$ cat src/rtl/core/jsu_pkg.sv
package jsu_pkg;

    typedef enum logic [3:0] {
        PH_IDLE = 4'b0001,
        PH_STR  = 4'b0010,
        PH_ESC  = 4'b0100,
        PH_HEX  = 4'b1000
    } phase_t;

    typedef enum logic [2:0] {
        K_BYTE    = 3'd0,
        K_DONE    = 3'd1,
        K_NOQUOTE = 3'd2,
        K_BADESC  = 3'd3,
        K_BADHEX  = 3'd4,
        K_UNTERM  = 3'd5
    } kind_t;

    typedef struct packed {
        logic [7:0] data_byte;
        kind_t      kind;
        logic [9:0] kept_length;
        logic       last;
    } result_t;

    localparam logic [7:0] CH_QUOTE = 8'h22;
    localparam logic [7:0] CH_BSL   = 8'h5C;
    localparam logic [7:0] CH_SLASH = 8'h2F;
    localparam logic [7:0] CH_SPACE = 8'h20;
    localparam logic [7:0] CH_TAB   = 8'h09;
    localparam logic [7:0] CH_CR    = 8'h0D;
    localparam logic [7:0] CH_LF    = 8'h0A;
    localparam logic [7:0] CH_BS    = 8'h08;
    localparam logic [7:0] CH_FF    = 8'h0C;
    localparam logic [7:0] CH_LO_B  = 8'h62;
    localparam logic [7:0] CH_LO_F  = 8'h66;
    localparam logic [7:0] CH_LO_N  = 8'h6E;
    localparam logic [7:0] CH_LO_R  = 8'h72;
    localparam logic [7:0] CH_LO_T  = 8'h74;
    localparam logic [7:0] CH_LO_U  = 8'h75;
    localparam logic [7:0] CH_D0    = 8'h30;
    localparam logic [7:0] CH_D9    = 8'h39;
    localparam logic [7:0] CH_LO_A  = 8'h61;
    localparam logic [7:0] CH_UP_A  = 8'h41;
    localparam logic [7:0] CH_UP_F  = 8'h46;

    localparam logic [7:0] UTF_LEAD2 = 8'hC0;
    localparam logic [7:0] UTF_LEAD3 = 8'hE0;
    localparam logic [7:0] UTF_CONT  = 8'h80;
    localparam logic [7:0] REPL_B0   = 8'hEF;
    localparam logic [7:0] REPL_B1   = 8'hBF;
    localparam logic [7:0] REPL_B2   = 8'hBD;

    localparam logic [9:0] KEEP_LIMIT_RST = 10'd1023;
    localparam logic [2:0] ADDR_KEEP_LIMIT = 3'd0;

    // bit 4 set when the byte is a hex digit, value in bits 3:0
    function automatic logic [4:0] hex_digit(input logic [7:0] c);
        logic [4:0] r;
        r = 5'd0;
        case (c) inside
            [CH_D0:CH_D9]:     r = {1'b1, 4'(c - CH_D0)};
            [CH_LO_A:CH_LO_F]: r = {1'b1, 4'(c - CH_LO_A + 8'd10)};
            [CH_UP_A:CH_UP_F]: r = {1'b1, 4'(c - CH_UP_A + 8'd10)};
            default:           r = 5'd0;
        endcase
        return r;
    endfunction

endpackage

$ cat src/rtl/core/json_string_unescape_utf8.sv
// JSON string unescaper: takes one byte of JSON text per word on the slave side and
// gives decoded UTF-8 string bytes, a done word carrying the kept length, or an error
// word on the master side. Each text byte is decoded in the cycle it is accepted and its
// zero to three result words go into a four-word result queue; s_tready is high while at
// most one word is queued, so a text byte is taken every clock as long as the sink keeps
// up. A \uXXXX escape that ends in a two- or three-byte sequence queues up to that many
// words, and the slave side pauses while they drain. keep_limit (address 0, reset 1023)
// caps the bytes passed out per string; the rest are dropped silently.
module json_string_unescape_utf8 (
    input  logic        clk,
    input  logic        rst_n,
    // slave side
    input  logic        s_tvalid,
    output logic        s_tready,
    input  logic [7:0]  s_tdata,   // [7:0] text_byte
    input  logic        s_tuser,   // [0] op: 0 data byte, 1 end of input
    // master side
    output logic        m_tvalid,
    input  logic        m_tready,
    output logic [23:0] m_tdata,   // [7:0] data_byte, [17:8] kept_length, [23:18] zero
    output logic [2:0]  m_tuser,   // [2:0] kind
    output logic        m_tlast,
    // configuration
    input  logic        psel,
    input  logic        penable,
    input  logic        pwrite,
    input  logic [2:0]  paddr,
    input  logic [31:0] pwdata,
    output logic [31:0] prdata,
    output logic        pready
);
    import jsu_pkg::*;

    phase_t      phase_reg, phase_next;
    logic [1:0]  hex_seen_reg, hex_seen_next;
    logic [11:0] acc_reg, acc_next;
    logic [9:0]  kept_reg, kept_next;
    logic [9:0]  keep_limit_reg;

    result_t     queue_reg [4];
    logic [1:0]  wr_ptr_reg, rd_ptr_reg;
    logic [2:0]  count_reg;

    logic        in_accept, out_accept;
    logic [4:0]  hd;
    logic [15:0] code;
    logic [7:0]  cand [3];
    logic [1:0]  nb, nput, n_res;
    logic        spec_valid;
    kind_t       spec_kind;
    logic [9:0]  spec_len;
    logic [9:0]  avail;
    result_t     res [3];

    assign in_accept  = s_tvalid && s_tready;
    assign out_accept = m_tvalid && m_tready;
    assign s_tready   = (count_reg <= 3'd1);

    assign hd   = hex_digit(s_tdata);
    assign code = {acc_reg, hd[3:0]};

    always_comb
    begin
        phase_next    = phase_reg;
        hex_seen_next = hex_seen_reg;
        acc_next      = acc_reg;
        kept_next     = kept_reg;
        nb            = 2'd0;
        cand[0]       = 8'd0;
        cand[1]       = 8'd0;
        cand[2]       = 8'd0;
        spec_valid    = 1'b0;
        spec_kind     = K_BYTE;
        spec_len      = 10'd0;

        if (in_accept)
        begin
            if (s_tuser)
            begin
                if (phase_reg != PH_IDLE)
                begin
                    spec_valid = 1'b1;
                    spec_kind  = K_UNTERM;
                end
            end
            else
            begin
                case (phase_reg)
                    PH_IDLE:
                    begin
                        if (s_tdata == CH_QUOTE)
                        begin
                            phase_next = PH_STR;
                            kept_next  = 10'd0;
                        end
                        else if (s_tdata != CH_SPACE && s_tdata != CH_TAB &&
                                 s_tdata != CH_CR && s_tdata != CH_LF)
                        begin
                            spec_valid = 1'b1;
                            spec_kind  = K_NOQUOTE;
                        end
                    end
                    PH_STR:
                    begin
                        if (s_tdata == CH_QUOTE)
                        begin
                            spec_valid = 1'b1;
                            spec_kind  = K_DONE;
                            spec_len   = kept_reg;
                        end
                        else if (s_tdata == CH_BSL)
                        begin
                            phase_next = PH_ESC;
                        end
                        else
                        begin
                            nb      = 2'd1;
                            cand[0] = s_tdata;
                        end
                    end
                    PH_ESC:
                    begin
                        phase_next = PH_STR;
                        nb         = 2'd1;
                        case (s_tdata)
                            CH_QUOTE: cand[0] = CH_QUOTE;
                            CH_BSL:   cand[0] = CH_BSL;
                            CH_SLASH: cand[0] = CH_SLASH;
                            CH_LO_B:  cand[0] = CH_BS;
                            CH_LO_F:  cand[0] = CH_FF;
                            CH_LO_N:  cand[0] = CH_LF;
                            CH_LO_R:  cand[0] = CH_CR;
                            CH_LO_T:  cand[0] = CH_TAB;
                            CH_LO_U:
                            begin
                                nb            = 2'd0;
                                phase_next    = PH_HEX;
                                hex_seen_next = 2'd0;
                                acc_next      = 12'd0;
                            end
                            default:
                            begin
                                nb         = 2'd0;
                                spec_valid = 1'b1;
                                spec_kind  = K_BADESC;
                            end
                        endcase
                    end
                    PH_HEX:
                    begin
                        if (!hd[4])
                        begin
                            spec_valid = 1'b1;
                            spec_kind  = K_BADHEX;
                        end
                        else if (hex_seen_reg != 2'd3)
                        begin
                            acc_next      = {acc_reg[7:0], hd[3:0]};
                            hex_seen_next = hex_seen_reg + 2'd1;
                        end
                        else
                        begin
                            hex_seen_next = 2'd0;
                            acc_next      = 12'd0;
                            phase_next    = PH_STR;
                            if (code[15:7] == 9'd0)
                            begin
                                nb      = 2'd1;
                                cand[0] = code[7:0];
                            end
                            else if (code[15:11] == 5'd0)
                            begin
                                nb      = 2'd2;
                                cand[0] = UTF_LEAD2 | {3'd0, code[10:6]};
                                cand[1] = UTF_CONT | {2'd0, code[5:0]};
                            end
                            else if (code[15:11] == 5'b11011)
                            begin
                                // surrogate half: substitute the replacement character
                                nb      = 2'd3;
                                cand[0] = REPL_B0;
                                cand[1] = REPL_B1;
                                cand[2] = REPL_B2;
                            end
                            else
                            begin
                                nb      = 2'd3;
                                cand[0] = UTF_LEAD3 | {4'd0, code[15:12]};
                                cand[1] = UTF_CONT | {2'd0, code[11:6]};
                                cand[2] = UTF_CONT | {2'd0, code[5:0]};
                            end
                        end
                    end
                    default:
                    begin
                        phase_next = PH_IDLE;
                    end
                endcase
            end

            if (spec_valid)
            begin
                phase_next    = PH_IDLE;
                hex_seen_next = 2'd0;
                acc_next      = 12'd0;
                kept_next     = 10'd0;
            end
        end
    end

    // trim decoded bytes to what the keep limit still allows
    always_comb
    begin
        avail = (kept_reg < keep_limit_reg) ? (keep_limit_reg - kept_reg) : 10'd0;
        nput  = (avail >= {8'd0, nb}) ? nb : avail[1:0];
    end

    always_comb
    begin
        n_res = spec_valid ? 2'd1 : nput;
        for (int k = 0; k < 3; k++)
        begin
            if (spec_valid)
            begin
                res[k] = '{data_byte: 8'd0, kind: spec_kind, kept_length: spec_len,
                           last: 1'b1};
            end
            else
            begin
                res[k] = '{data_byte: cand[k], kind: K_BYTE, kept_length: 10'd0,
                           last: (2'(k) == nput - 2'd1)};
            end
        end
    end

    always_ff @(posedge clk or negedge rst_n)
    begin
        if (!rst_n)
        begin
            phase_reg    <= PH_IDLE;
            hex_seen_reg <= 2'd0;
            acc_reg      <= 12'd0;
            kept_reg     <= 10'd0;
            wr_ptr_reg   <= 2'd0;
            rd_ptr_reg   <= 2'd0;
            count_reg    <= 3'd0;
        end
        else
        begin
            phase_reg    <= phase_next;
            hex_seen_reg <= hex_seen_next;
            acc_reg      <= acc_next;
            kept_reg     <= (in_accept && !spec_valid && nb != 2'd0) ?
                            kept_reg + {8'd0, nput} : kept_next;
            if (in_accept)
                wr_ptr_reg <= wr_ptr_reg + n_res;
            if (out_accept)
                rd_ptr_reg <= rd_ptr_reg + 2'd1;
            count_reg <= count_reg + (in_accept ? {1'b0, n_res} : 3'd0)
                         - {2'd0, out_accept};
        end
    end

    // result queue payload, no reset
    always_ff @(posedge clk)
    begin
        for (int k = 0; k < 3; k++)
        begin
            if (in_accept && 2'(k) < n_res)
                queue_reg[wr_ptr_reg + 2'(k)] <= res[k];
        end
    end

    assign m_tvalid = (count_reg != 3'd0);
    assign m_tdata  = {6'd0, queue_reg[rd_ptr_reg].kept_length,
                       queue_reg[rd_ptr_reg].data_byte};
    assign m_tuser  = queue_reg[rd_ptr_reg].kind;
    assign m_tlast  = queue_reg[rd_ptr_reg].last;

    // configuration port
    assign pready = 1'b1;
    assign prdata = (paddr == ADDR_KEEP_LIMIT) ? {22'd0, keep_limit_reg} : 32'd0;

    always_ff @(posedge clk or negedge rst_n)
    begin
        if (!rst_n)
            keep_limit_reg <= KEEP_LIMIT_RST;
        else if (psel && penable && pwrite && pready && paddr == ADDR_KEEP_LIMIT)
            keep_limit_reg <= pwdata[9:0];
    end

endmodule

$ cat config.mk
export PLATFORM = sky130hd
export DESIGN_NAME = json_string_unescape_utf8
export DESIGN_NICKNAME = d
export VERILOG_FILES = /design/src/rtl/core/jsu_pkg.sv /design/src/rtl/core/json_string_unescape_utf8.sv
export SDC_FILE = /design/constraint.sdc
export NUM_CORES = 1
export LEC_CHECK = 0
export BUFFER_PORTS_ARGS = -buffer_cell sky130_fd_sc_hd__buf_4
export CAP_MARGIN = 20
export CORE_MARGIN = 2
export CORE_UTILIZATION = 60
export CTS_BUF_LIST = sky130_fd_sc_hd__clkbuf_4 sky130_fd_sc_hd__clkbuf_8 sky130_fd_sc_hd__clkbuf_16
export CTS_CLUSTER_SIZE = 8
export DETAILED_ROUTE_END_ITERATION = 6
export PLACE_DENSITY = 0.78
export SLEW_MARGIN = 10
export SYNTH_ARGS = -nofsm -noshare
export SYNTH_HDL_FRONTEND = slang
export SYNTH_SLANG_ARGS = --single-unit
$ cat constraint.sdc
create_clock -name clk -period 10.24 [get_ports clk]
set_input_delay 1.024 -clock clk [delete_from_list [all_inputs] [get_ports clk]]
set_output_delay 1.024 -clock clk [all_outputs]
set_load 0.02 [all_outputs]
# After elaboration in Yosys (flattened, before gate mapping)
# Memories as Yosys holds them, arrays and structs flattened.
# Index checks and enable logic that the tools add are counted.
# classes
addsub	15
magnitude_cmp	12
n_mux	98
reduce_logical	32
eq_ne	30
# op_table
cell	count
2-to-1 mux 24 bit	11
2-to-1 mux 10 bit	12
2-to-1 mux 22 bit	3
2-to-1 mux 12 bit	5
== test 8 x 7 -> 1 bit, second input constant	7
one-hot mux 7 bit (8 select lines)	1
2-to-1 mux 16 bit	3
2-to-1 mux 2 bit	17
2-to-1 mux 4 bit	8
2-to-1 mux 8 bit	4
!= test 8 x 4 -> 1 bit, second input constant	3
one-hot mux 12 bit (2 select lines)	1
one-hot mux 8 bit (3 select lines)	1
2-to-1 mux 20 bit	1
2-to-1 mux 1 bit	19
== test 8 x 6 -> 1 bit, second input constant	2
>= comparator 8 x 7 -> 1 bit, second input constant	2
less-or-equal comparator 8 x 7 -> 1 bit, second input constant	2
logical AND 1 bit	16
one-hot mux 4 bit (4 select lines)	1
2-to-1 mux 5 bit	3
!= test 3 bit, second input constant	5
2-to-1 mux 3 bit	4
one-hot mux 3 bit (4 select lines)	1
other kinds (45)	55
# totals
inputBits	51
register_bits	45
word_cells	196
n_memories	1
ramBits	88
# memory_table
memory	words	word_bits	rd	rd_ports_with_merged_regs	wr	line	source
queue_reg	4	22	1	0	3	json_string_unescape_utf8.sv:40	result_t queue_reg [4];

# Logic depth before layout (Yosys ltp)
# depth
ltp_word	21
mapped_depth	24

# Least setup slack after synthesis
# OpenSTA, ideal clock, no wires.
# synth_timing
path_type	in2reg
from	in s_tdata[0]
to	reg count_reg[2]
setup_slack_ns	4.476
setup_time_ns	0.123
t_arrival_ns	5.641
path_buffers	2
cell_stages	21
cell_sequence	inv_1 -> ha_1 -> or3b_2 -> o22ai_1 -> a221o_2 -> o21ai_0 -> a21oi_2 -> ha_1 -> nand2b_1 -> a21o_1 -> nor3_1 -> nor4b_2 -> and3_1 -> or2_1 -> buf_6 -> buf_2 -> nand2_1 -> ha_1 -> fa_1 -> xor2_1 -> xnor2_1
# synth_between
elab_chain_cells	15
elab_cells_between_ends	52
cone_classes	add/sub: 2; order compare: 7; eq/ne: 13; mux: 22; reduce/logical: 8
# synth_lines
item	line	source
start, declared	json_string_unescape_utf8.sv:15	input logic [7:0] s_tdata,
>= comparator 8 x 7 -> 1 bit (not written as such) / less-or-equal comparator 8 x 7 -> 1 bit (equally long branches)	json_string_unescape_utf8.sv:59	assign hd = hex_digit(s_tdata);
logical AND 1 bit (not written as such)	json_string_unescape_utf8.sv:59	
2-to-1 mux 5 bit (3 in series)	jsu_pkg.sv:61	case (c) inside
2-to-1 mux 2 bit	json_string_unescape_utf8.sv:151	if (!hd[4])
one-hot mux 2 bit (3 select lines)	json_string_unescape_utf8.sv:88	case (phase_reg)
2-to-1 mux 2 bit	json_string_unescape_utf8.sv:78	if (s_tuser)
2-to-1 mux 2 bit	json_string_unescape_utf8.sv:76	if (in_accept)
>= comparator 10 x 2 -> 1 bit	json_string_unescape_utf8.sv:215	nput = (avail >= {8'd0, nb}) ? nb : avail[1:0];
2-to-1 mux 2 bit	json_string_unescape_utf8.sv:215	
2-to-1 mux 2 bit (*)	json_string_unescape_utf8.sv:220	n_res = spec_valid ? 2'd1 : nput;
2-to-1 mux 2 bit (*)	json_string_unescape_utf8.sv:259	count_reg <= count_reg + (in_accept ? {1'b0, n_res} : 3'd0)
adder 3 x 2 -> 3 bit (*)	json_string_unescape_utf8.sv:259	
subtractor 3 x 1 -> 3 bit (*)	json_string_unescape_utf8.sv:260	- {2'd0, out_accept};
end signal, assigned	json_string_unescape_utf8.sv:259	
end, declared	json_string_unescape_utf8.sv:42	logic [2:0] count_reg;
# Mark *: on every way between the ends. The rest lies on a longest branch, timed or not. The select of a mux whose other input is x is not followed.
# A chain may end at the register's enable or synchronous reset.

==> impl_metrics.xml <==
<?xml version="1.0" encoding="UTF-8"?>
<metrics>
  <group name="status">
    <metric name="outcome" unit="">finished, final reports clean</metric>
  </group>
  <group name="cts">
    <metric name="hold_buf_count_cts" unit="">0</metric>
    <metric name="cts_tree" unit="">yes</metric>
    <metric name="post-cts-setup-buffer-count" unit="">0</metric>
    <metric name="worst_setup_hold_path_clk_slew" unit="ns">0.06</metric>
    <metric name="cts.htree.levels" unit="">4</metric>
    <metric name="insertion_delay" unit="ns">0.43</metric>
    <metric name="cts_sinks" unit="">133</metric>
    <metric name="post_cts_resized" unit="">0</metric>
    <metric name="cts_root_buffer" unit="">clkbuf_16</metric>
    <metric name="max-clock-path-buffers" unit="">2</metric>
    <metric name="cts_buffers" unit="">17</metric>
  </group>
  <group name="global_routing">
    <metric name="met1_routing_resource_usage_after_global_routing" unit="">0.412</metric>
    <metric name="grt_first_pass_wirelength" unit="um">35900</metric>
    <metric name="gr-max-usage-layer" unit="">met2</metric>
    <metric name="grt.overflow.total" unit="">0</metric>
    <metric name="initial_antenna_violation_count" unit="">0</metric>
    <metric name="grt_use_met3" unit="">0.0552</metric>
    <metric name="grt_use_total" unit="">0.289</metric>
    <metric name="grt_util_met2" unit="">0.442</metric>
    <metric name="grt_max_degree" unit="">46</metric>
    <metric name="grt_pass1_vias" unit="">6730</metric>
  </group>
  <group name="finish">
    <metric name="final_cell_mix" unit="">84 x edfxtp_1, 76 x nor2_1, 68 x buf_4</metric>
    <metric name="final_area" unit="sq mm">0.00979</metric>
    <metric name="final-instance-count-excl-fill" unit="">1093</metric>
    <metric name="mostFrequentLayoutCell" unit="">edfxtp_1</metric>
    <metric name="diodes" unit="">0</metric>
    <metric name="multiInputGateArea" unit="sq mm">0.00459</metric>
    <metric name="number_of_flip_flops_in_the_largest_register" unit="">88</metric>
    <metric name="final_layout_size_suffix_gt1_frac" unit="">0.218</metric>
    <metric name="number_of_filler_cells_placed_in_the_layout" unit="">1142</metric>
    <metric name="layout.area.seq" unit="sq mm">0.00374</metric>
    <metric name="area_delta_synth_final" unit="%">10.9</metric>
    <metric name="nets" unit="">974</metric>
  </group>
  <group name="worst_setup_path">
    <metric name="crit_chain" unit="">buf_4 -&gt; inv_1 -&gt; ha_1 -&gt; or3b_2 -&gt; o22ai_1 -&gt; a221o_2 -&gt; o21ai_0 -&gt; a21oi_2 -&gt; ha_1 -&gt; nand2b_1 -&gt; a21o_1 -&gt; nor3_1 -&gt; nor4b_2 -&gt; a21oi_1 -&gt; or2_1 -&gt; a22oi_2 -&gt; nand2_1</metric>
    <metric name="arrival" unit="ns">7.10</metric>
    <metric name="r2r_cells" unit="">17</metric>
    <metric name="timing.critical_path.from_type" unit="">primary input</metric>
    <metric name="rr_startpoint" unit="">kept_reg[0]</metric>
    <metric name="worst_path_largest_cell_delay" unit="ns">0.80</metric>
    <metric name="critPathKind" unit="">in -&gt; reg</metric>
    <metric name="maximum_net_fanout_on_the_critical_path" unit="">21</metric>
    <metric name="critPathMostFrequentCell" unit="">ha_1</metric>
    <metric name="end_kind" unit="">flip-flop</metric>
    <metric name="worstPathRequired" unit="ns">10.17</metric>
    <metric name="r2r_setup_slack" unit="ns">3.74</metric>
    <metric name="timing.rr.end" unit="">queue_reg[1][14]</metric>
    <metric name="crit_slowest_cell" unit="">nand2_1</metric>
  </group>
  <group name="timing">
    <metric name="timing.clock.skew" unit="ns">0.0141</metric>
    <metric name="hold-worst-slack" unit="ns">0.499</metric>
    <metric name="tns" unit="ns">0</metric>
    <metric name="unrepaired_setup_endpoints_after_global_routing" unit="">no</metric>
    <metric name="finalHoldViolations" unit="">0</metric>
    <metric name="timing.final.crit_share" unit="">0.700</metric>
    <metric name="relSlewSlack" unit="">0.217</metric>
    <metric name="final-max-slew-violation-count" unit="">0</metric>
    <metric name="worst_pin_slew" unit="ns">1.17</metric>
    <metric name="fmax" unit="MHz">140</metric>
    <metric name="period_needed" unit="ns">7.16</metric>
    <metric name="setup_violations" unit="">0</metric>
  </group>
  <group name="synthesis">
    <metric name="mapped_area" unit="sq mm">0.00882</metric>
    <metric name="syn_avg_cell_area" unit="sq um">10.3</metric>
    <metric name="synthCells" unit="">854</metric>
    <metric name="postSynth.topFlopCell" unit="">edfxtp_1</metric>
    <metric name="synth-warning-count" unit="">0</metric>
    <metric name="synth_enable_flop_cells" unit="">84</metric>
    <metric name="yosysSeqAreaShare" unit="">0.424</metric>
    <metric name="ys_async_sr_fraction" unit="">0.338</metric>
    <metric name="yosysUniqueCellTypes" unit="">97</metric>
    <metric name="post_synthesis_register_bit_count" unit="">133</metric>
  </group>
  <group name="power">
    <metric name="share_clk_of_total_power" unit="">0.287</metric>
    <metric name="power.density" unit="mW/mm^2">215</metric>
    <metric name="power.static_leakage" unit="nW">3.62</metric>
    <metric name="power.total" unit="mW">2.10</metric>
    <metric name="switching_power" unit="mW">0.777</metric>
    <metric name="cell_internal_pwr" unit="mW">1.32</metric>
    <metric name="sw_frac_of_total" unit="">0.370</metric>
    <metric name="vdd_drop_max" unit="mV">0.130</metric>
    <metric name="pwr-share-comb" unit="">0.384</metric>
    <metric name="sequentialPowerShare" unit="">0.329</metric>
  </group>
  <group name="routing">
    <metric name="num_vias" unit="">7235</metric>
    <metric name="route.detailed.vias_per_inst" unit="">6.62</metric>
    <metric name="routed_wirelength" unit="um">22400</metric>
    <metric name="ant_nets" unit="">0</metric>
    <metric name="routed_wire_length_per_instance" unit="um">20.5</metric>
    <metric name="drt_first_pass_iters" unit="">6</metric>
    <metric name="remaining_drc_errors" unit="">0</metric>
    <metric name="detailedRoute.firstIterationViolations" unit="">1097</metric>
  </group>
  <group name="min_path">
    <metric name="hold_path_startpoint" unit="">queue_reg[2][20]</metric>
    <metric name="whs_endpoint" unit="">queue_reg[2][20]</metric>
    <metric name="holdCritPathClass" unit="">reg -&gt; reg</metric>
    <metric name="min_delay_path_depth" unit="">2</metric>
  </group>
  <group name="floorplanning">
    <metric name="floorplan.core_area" unit="sq mm">0.0144</metric>
    <metric name="floorplan.io_pins" unit="">114</metric>
    <metric name="die_width" unit="um">125</metric>
    <metric name="die_area" unit="sq mm">0.0157</metric>
    <metric name="core.rowCount" unit="">44</metric>
    <metric name="floorplan.initialDensity" unit="">0.612</metric>
    <metric name="die-height" unit="um">125</metric>
  </group>
  <group name="place">
    <metric name="placedInstanceArea" unit="sq mm">0.00919</metric>
    <metric name="place.gp.congestion" unit="">0.946</metric>
    <metric name="place.port_buffers" unit="">62</metric>
    <metric name="dpl.hpwl" unit="um">15900</metric>
    <metric name="post-place-cells" unit="">1059</metric>
  </group>
  <group name="flow_run">
    <metric name="drv.max_cap_violation_count" unit="">0</metric>
  </group>
</metrics>
-- cells in the mapped netlist (11+ instances only) --
| library cell | number | share of area |
|---|---|---|
| o21ai_0 | 40 | 0.023 |
| edfxtp_1 | 84 | 0.29 |
| ha_1 | 24 | 0.034 |
| clkbuf_1 | 20 | 0.0085 |
| inv_1 | 30 | 0.013 |
| nand2_1 | 63 | 0.027 |
| dfstp_2 | 11 | 0.033 |
| mux4_2 | 22 | 0.056 |
| nor3_1 | 37 | 0.021 |
| a22o_1 | 12 | 0.012 |
| mux2_2 | 16 | 0.020 |
| o211ai_1 | 12 | 0.010 |
| dfrtp_1 | 34 | 0.096 |
| nand3_1 | 30 | 0.017 |
| and2_1 | 18 | 0.013 |
| buf_4 | 32 | 0.027 |
| a21oi_1 | 50 | 0.028 |
| nor2_1 | 76 | 0.032 |
-- worst max-delay path: cells and delay by family --
family	cells	cell delay, ns
AND/OR/NAND/NOR	6	2.69
adder cells (fa/ha/maj)	2	0.58
AO/OA/AOI/OAI	7	2.46
buffers and inverters	2	0.32
-- cell type report --
| cell class | count | share of cell area |
|---|---|---|
| flip-flops and latches | 133 | 0.382 |
| inverters | 32 | 0.0123 |
| repair buffers | 69 | 0.0527 |
| clock buffers | 18 | 0.0442 |
| clock inverters | 14 | 0.0159 |
| well taps | 184 | 0.0235 |
| multi-input cells | 643 | 0.469 |
-- power groups by stage --
stage / logic [mW] / registers [mW] / clock network [mW]
after global routing: 0.866 / 0.698 / 0.636
after CTS: 0.799 / 0.690 / 0.611
after floorplan: 0.620 / 0.657 / 0
after detailed placement: 0.794 / 0.701 / 0
after global placement: 0.777 / 0.696 / 0
final: 0.807 / 0.691 / 0.604
-- worst max path at each step --
stage                     startpoint          endpoint  slack [ns]  cells past startpoint
final                     s_tdata[0]  queue_reg[1][14]        3.08                     17
after global routing      s_tdata[0]  queue_reg[1][16]        2.71                     17
after CTS                 s_tdata[0]  queue_reg[1][16]        3.19                     17
after detailed placement  s_tdata[0]  queue_reg[1][16]        2.81                     17
after global placement    s_tdata[0]  queue_reg[1][16]        2.92                     17
after floorplan           s_tdata[0]      count_reg[2]        4.48                     21
-- per-layer routing --
| layer | routed length [um] | vias to the layer above |
|---|---|---|
| met5 | 0 | - |
| met2 | 10400 | 442 |
| met3 | 2080 | 55 |
| li1 | - | 3266 |
| met1 | 9270 | 3472 |
| met4 | 561 | 0 |
-- cell families (layout without fill, tap and decap cells) --
family | count (synthesis) | count (layout) | synth area share
and+or+nand+nor | 316 | 316 | 0.190
other | 2 | 29 | 0.000851
adders and majority gates | 27 | 27 | 0.0408
buffers and inverters | 105 | 133 | 0.0673
muxes | 43 | 43 | 0.0827
AOI/OAI and AO/OA | 215 | 215 | 0.181
DFF | 133 | 133 | 0.424
xor gates and xnor gates | 13 | 13 | 0.0129
-- stage by stage --
stage	setup WS, ns	utilization
finish	3.08	0.678
global route	2.71	0.678
CTS	3.19	0.678
detailed placement	2.81	0.637
global placement	2.92	0.637
floorplan	4.48	-
(Power assumes the default switching activity.)
